--- src/sv/mbc_pkg.sv ---
package mbc_pkg;

  // parameter defaults
  localparam int DEF_COORD_WIDTH = 48;
  localparam int DEF_FRAC_BITS   = 40;
  localparam int DEF_COUNT_WIDTH = 16;

  // fixed field widths
  localparam int ZOOM_W     = 47;
  localparam int OFF_W      = 48;
  localparam int SIZE_W     = 13;
  localparam int PIX_W      = 12;
  localparam int ITER_W     = 17;
  localparam int CFG_IDX_W  = 3;
  localparam int CFG_DATA_W = 48;

  // configuration register indexes
  localparam logic [CFG_IDX_W-1:0] REG_ZOOM     = 3'd0;
  localparam logic [CFG_IDX_W-1:0] REG_OFFSET_X = 3'd1;
  localparam logic [CFG_IDX_W-1:0] REG_OFFSET_Y = 3'd2;
  localparam logic [CFG_IDX_W-1:0] REG_WIDTH    = 3'd3;
  localparam logic [CFG_IDX_W-1:0] REG_HEIGHT   = 3'd4;
  localparam logic [CFG_IDX_W-1:0] REG_MAX_ITER = 3'd5;

  // reset values
  localparam logic [ZOOM_W-1:0] RST_ZOOM     = 47'h0001_0000_0000;
  localparam logic [OFF_W-1:0]  RST_OFFSET   = '0;
  localparam logic [SIZE_W-1:0] RST_WIDTH    = 13'd640;
  localparam logic [SIZE_W-1:0] RST_HEIGHT   = 13'd480;
  localparam logic [ITER_W-1:0] RST_MAX_ITER = 17'd256;

  // multiply operations, in issue order within one step
  localparam int OP_W = 3;
  localparam logic [OP_W-1:0] OP_R2 = 3'd0;  // zr*zr
  localparam logic [OP_W-1:0] OP_I2 = 3'd1;  // zi*zi
  localparam logic [OP_W-1:0] OP_R3 = 3'd2;  // r2*zr
  localparam logic [OP_W-1:0] OP_I3 = 3'd3;  // i2*zi
  localparam logic [OP_W-1:0] OP_T1 = 3'd4;  // 3*r2*zi
  localparam logic [OP_W-1:0] OP_T2 = 3'd5;  // 3*zr*i2

  typedef struct packed {
    logic            load;       // capture pixel, arm start-point shift-add
    logic            sp_step;    // one shift-add step
    logic            sp_sum;     // offset - half size
    logic            sp_clamp;   // + pixel offset, clamp, seed z
    logic            mul_start;
    logic [OP_W-1:0] op;
    logic            mul_wr;     // store product for op
    logic            upd_diff;
    logic            upd_z;
  } mbc_cmd_t;

  typedef struct packed {
    logic mul_done;
    logic escape;
  } mbc_status_t;

endpackage

--- src/sv/mbc_ctrl.sv ---
module mbc_ctrl import mbc_pkg::*; #(
  parameter int COUNT_WIDTH = DEF_COUNT_WIDTH
) (
  input  logic                   clk,
  input  logic                   rst_n,
  input  logic                   start,
  input  logic [ITER_W-1:0]      max_iter,
  input  mbc_status_t            status,
  output mbc_cmd_t               cmd,
  output logic                   busy,
  output logic                   out_valid,
  output logic [COUNT_WIDTH-1:0] out_count
);

  localparam int RW   = (ITER_W > COUNT_WIDTH) ? ITER_W : COUNT_WIDTH;
  localparam int SPCW = $clog2(SIZE_W);
  localparam logic [SPCW-1:0] SP_LAST = SPCW'(SIZE_W - 1);

  localparam logic [3:0] S_IDLE  = 4'd0;
  localparam logic [3:0] S_SP    = 4'd1;
  localparam logic [3:0] S_SUM   = 4'd2;
  localparam logic [3:0] S_CLAMP = 4'd3;
  localparam logic [3:0] S_ISSUE = 4'd4;
  localparam logic [3:0] S_WAIT  = 4'd5;
  localparam logic [3:0] S_CHECK = 4'd6;
  localparam logic [3:0] S_UPD1  = 4'd7;
  localparam logic [3:0] S_UPD2  = 4'd8;

  function automatic logic [COUNT_WIDTH-1:0] sat_cnt(input logic [ITER_W-1:0] v);
    logic [RW-1:0] e;
    e = RW'(v);
    if ((e >> COUNT_WIDTH) != '0) return '1;
    return e[COUNT_WIDTH-1:0];
  endfunction

  logic [3:0]             state_r, state_nxt;
  logic [SPCW-1:0]        sp_cnt_r, sp_cnt_nxt;
  logic [OP_W-1:0]        op_r, op_nxt;
  logic [ITER_W-1:0]      n_r, n_nxt;
  logic                   out_valid_r, out_valid_nxt;
  logic [COUNT_WIDTH-1:0] out_count_r, out_count_nxt;
  logic [ITER_W:0]        n_inc;

  assign n_inc = {1'b0, n_r} + (ITER_W+1)'(1);

  always_comb begin
    state_nxt     = state_r;
    sp_cnt_nxt    = sp_cnt_r;
    op_nxt        = op_r;
    n_nxt         = n_r;
    out_valid_nxt = 1'b0;
    out_count_nxt = out_count_r;
    cmd           = '0;
    cmd.op        = op_r;
    case (state_r)
      S_IDLE: begin
        if (start) begin
          cmd.load   = 1'b1;
          sp_cnt_nxt = '0;
          state_nxt  = S_SP;
        end
      end
      S_SP: begin
        cmd.sp_step = 1'b1;
        sp_cnt_nxt  = sp_cnt_r + SPCW'(1);
        if (sp_cnt_r == SP_LAST) state_nxt = S_SUM;
      end
      S_SUM: begin
        cmd.sp_sum = 1'b1;
        state_nxt  = S_CLAMP;
      end
      S_CLAMP: begin
        cmd.sp_clamp = 1'b1;
        n_nxt        = '0;
        op_nxt       = OP_R2;
        if (max_iter == '0) begin
          out_valid_nxt = 1'b1;
          out_count_nxt = '0;
          state_nxt     = S_IDLE;
        end else begin
          state_nxt = S_ISSUE;
        end
      end
      S_ISSUE: begin
        cmd.mul_start = 1'b1;
        state_nxt     = S_WAIT;
      end
      S_WAIT: begin
        if (status.mul_done) begin
          cmd.mul_wr = 1'b1;
          if (op_r == OP_I2) begin
            state_nxt = S_CHECK;
          end else if (op_r == OP_T2) begin
            state_nxt = S_UPD1;
          end else begin
            op_nxt    = op_r + OP_W'(1);
            state_nxt = S_ISSUE;
          end
        end
      end
      S_CHECK: begin
        // escape is judged on the z from before this step's update
        if (status.escape) begin
          out_valid_nxt = 1'b1;
          out_count_nxt = sat_cnt(n_r);
          state_nxt     = S_IDLE;
        end else begin
          op_nxt    = OP_R3;
          state_nxt = S_ISSUE;
        end
      end
      S_UPD1: begin
        cmd.upd_diff = 1'b1;
        state_nxt    = S_UPD2;
      end
      S_UPD2: begin
        cmd.upd_z = 1'b1;
        if (n_inc >= {1'b0, max_iter}) begin
          out_valid_nxt = 1'b1;
          out_count_nxt = sat_cnt(max_iter - ITER_W'(1));
          state_nxt     = S_IDLE;
        end else begin
          n_nxt     = n_inc[ITER_W-1:0];
          op_nxt    = OP_R2;
          state_nxt = S_ISSUE;
        end
      end
      default: state_nxt = S_IDLE;
    endcase
  end

  always_ff @(posedge clk) begin
    if (!rst_n) begin
      state_r     <= S_IDLE;
      out_valid_r <= 1'b0;
    end else begin
      state_r     <= state_nxt;
      out_valid_r <= out_valid_nxt;
    end
    sp_cnt_r    <= sp_cnt_nxt;
    op_r        <= op_nxt;
    n_r         <= n_nxt;
    out_count_r <= out_count_nxt;
  end

  assign busy      = (state_r != S_IDLE);
  assign out_valid = out_valid_r;
  assign out_count = out_count_r;

endmodule
--- config.mk ---
export PLATFORM = sky130hd
export DESIGN_NAME = mbc_ctrl
export DESIGN_NICKNAME = d
export VERILOG_FILES = /design/src/sv/mbc_pkg.sv /design/src/sv/mbc_ctrl.sv
export SDC_FILE = /design/constraint.sdc
export NUM_CORES = 1
export LEC_CHECK = 0
export BUFFER_PORTS_ARGS = -buffer_cell sky130_fd_sc_hd__buf_2
export CORE_MARGIN = 2
export CORE_UTILIZATION = 41
export DETAILED_ROUTE_END_ITERATION = 10
export HOLD_SLACK_MARGIN = 0.02
export SYNTH_ARGS = -nofsm -noshare
export SYNTH_HDL_FRONTEND = slang
export SYNTH_SLANG_ARGS = --single-unit
--- constraint.sdc ---
create_clock -name clk -period 4.2 [get_ports clk]
set_input_delay 0.42 -clock clk [delete_from_list [all_inputs] [get_ports clk]]
set_output_delay 0.42 -clock clk [all_outputs]
set_load 0.01 [all_outputs]
==> results.md <==
- Critical path arrival: 3490 ps
- Fin. Hold Viols: 0
- Power per cell area: 302 nW/µm²
- Type of the most critical hold path: input pin to flip-flop
- Die height: 90.6 µm
- HPWL Detailed: 5300 µm
- Setup TNS: 0 ps
- Layout Nets: 423
- Synth Area per Inst: 9.28 µm²
- Clk_lat worst skew: 300 ps
- Tmin final: 3490 ps
- Worst Path Max Fanout: 17
- Hold buffer count at CTS: 0
- Maximum VDD drop: 187 µV
- Fmax: 0.286 GHz
- Area contributors post-synth: edfxtp_1 (39%), ha_1 (9.4%), xnor2_1 (6.8%)
- Placed Instances: 470
- Total power: 1060 µW
- PostCTS Resize Cnt: 0
- Share of Yosys cell area claimed by the top area cell type: 39.1%
- CTS H-tree lvls: 2
- Syn Std Cell Area: 3070 µm²
- Post-Layout Cell Count: 478
- Largest net degree at the start of global routing: 37
- Most frequent cells in the layout: buf_2 (50), edfxtp_1 (40), nor2_1 (39), inv_1 (29), xnor2_1 (24)
- Critical path type: flip-flop to flip-flop
- Max-Cap Viols: 0
- Synthesis Warnings: 0
- Slew margin rel.: 36.5%
- Synth area leader: edfxtp_1
- Min Hold Slack: 368 ps
- Initial DRC count: 175
- CP Data Required Time: 4200 ps
- Drt first pass iters: 4
- Run status: finished, final reports clean
- Vias post-DR: 2467
- Synth cell types: 38
- Drt wl/cell: 13.8 µm
- Buffers on Ports: 50
- Register bit total from synthesis: 45
- Clock Skew: 3.18 ps
- Filler Cells Inserted: 732
- N_diodes: 0
- RSZ-0062 raised after global routing: no
- Commonest non-fill, non-tap cell in the layout: buf_2
- GP Congestion: 0.807
- Antenna violations before repair: 0
- # rows: 31
- Clk buf depth: 2
- Final Util: 48.5%
- Total wire length: 6600 µm
- Starting Density: 42.3%
- Syn Nets: 376
- Final Max Slew Viols: 0
- Final setup fails: 0
- Synth Instances: 331
- Area Overhead vs Synth: 14.4%
- Setup Fix Bufs, Post-CTS: 0
- Clock slew at reported path FFs: 80 ps
- Final global-route overflow total: 0
- Core Area: 7250 µm²
- Seq/Total Area, Yosys: 42.4%
- Worst Tran Pin Value: 946 ps
- Clk sink count: 45
- Register area: 1300 µm²
- Register-to-Register Path Depth: 12
- Post-route ant nets: 0
- Die width: 90.6 µm
- CTS tree: built
- Routed vias/inst: 5.16
- Final period utilization: 83.1%
- GRT Resource Usage Total: 17.0%
- CTS root buf: clkbuf_8
- Vias in the first global route: 2394
- Worst Setup End Kind: flip-flop
- # DRC: 0
- # IOs: 51
- Share of post-route cells with drive strength above 1: 17.7%
- P_leak: 0.00148 µW
- Worst Hold Depth: 2
- Multi-input logic area: 1610 µm²
- CP Launch Type: flip-flop
- DIE AREA: 8200 µm²
- Global-route wire length before repair: 11300 µm
- TritonCTS buffer count: 5
==> path summary, 6_finish.rpt <==
path / start / end / slack (ps)
setup reg to reg: n_r[2] / n_r[2] / 710
hold / removal: rst_n / state_r[0] / 370
setup / recovery: n_r[2] / n_r[2] / 710
hold reg to reg: state_r[0] / state_r[3] / 580
==> synthesized netlist by cell type <==
cell and number:
edfxtp_1 40, nor2_1 39, inv_1 29, xnor2_1 24
ha_1 23, o21ai_1 20, o21ai_0 17, and2_1 16
nand2_1 13, clkbuf_1 11, nand3_1 10, a21oi_1 9
and3_1 9, xor2_1 8, nand4_1 7, nor4_1 6
dfxtp_1 5, nand2b_1 5, nor3_1 5, and4_1 4
o22ai_1 4, a21o_1 3, or2_2 3, or4_4 3
a211oi_1 2, nor2b_1 2, o31ai_1 2, or3_1 2
a211oi_2 1, a31oi_1 1, a41o_1 1, and3b_1 1
buf_6 1, nor3_2 1, o211a_1 1, o21a_1 1
o311ai_0 1, or4_1 1
==> logic make-up after synthesis <==
family,share of synthesized area (%)
adder cells (fa/ha/maj),9.37
AO/OA/AOI/OAI,11.8
AND/OR/NAND/NOR,22.1
flip-flops,42.4
XOR/XNOR,9.12
buffers and inverters,5.25
==> layout make-up <==
class                           count  share of cell area, %
Clock buffer                        7                   2.78
Timing Repair Buffer               52                   7.55
Sequential cell                    45                   37.0
Multi-Input combinational cell    245                   45.8
Inverter                           29                   3.10
Tap cell                           99                   3.52
Clock inverter                      1                  0.249
==> state kept, by name, summed over array words and instances (netlist names) <==
name	flops
out_count	16
state_r	4
n_r	17
out_valid	1
op_r	3
sp_cnt_r	4
==> worst max-delay path: stages (launching register included) <==
cell and delay, ps:
edfxtp_1 460, and4_1 260, and4_1 330, nand3_1 120, xnor2_1 210, ha_1 280, nand4_1 120, nor2_1 70
a21o_1 150, o311ai_0 620, nand3_1 180, o21ai_1 140, buf_4 250
==> routing by layer <==
layer / GRT usage (%) / share of wire (%) / vias to the layer above
li1: - / - / 1265
met1: 22.5 / 46 / 1125
met2: 27.5 / 46 / 68
met3: 3.84 / 6.4 / 9
met4: 5.51 / 1.4 / 0
met5: 0 / 0 / -
==> power by group <==
group          switching [µW]  total [µW]  internal (µW)
clock network             150         305            155
registers                34.4         560            525
logic                     112         196           83.3
==> stage by stage <==
stage / setup slack [ps] / area [µm²]
6_report: 708 / 3510
5_1_grt: 351 / 3510
4_1_cts: 757 / 3510
3_5_place_dp: 793 / 3410
3_3_place_gp: 863 / 3410
2_1_floorplan: 86.8 / 3070
Power figures use the tool's default switching activity.
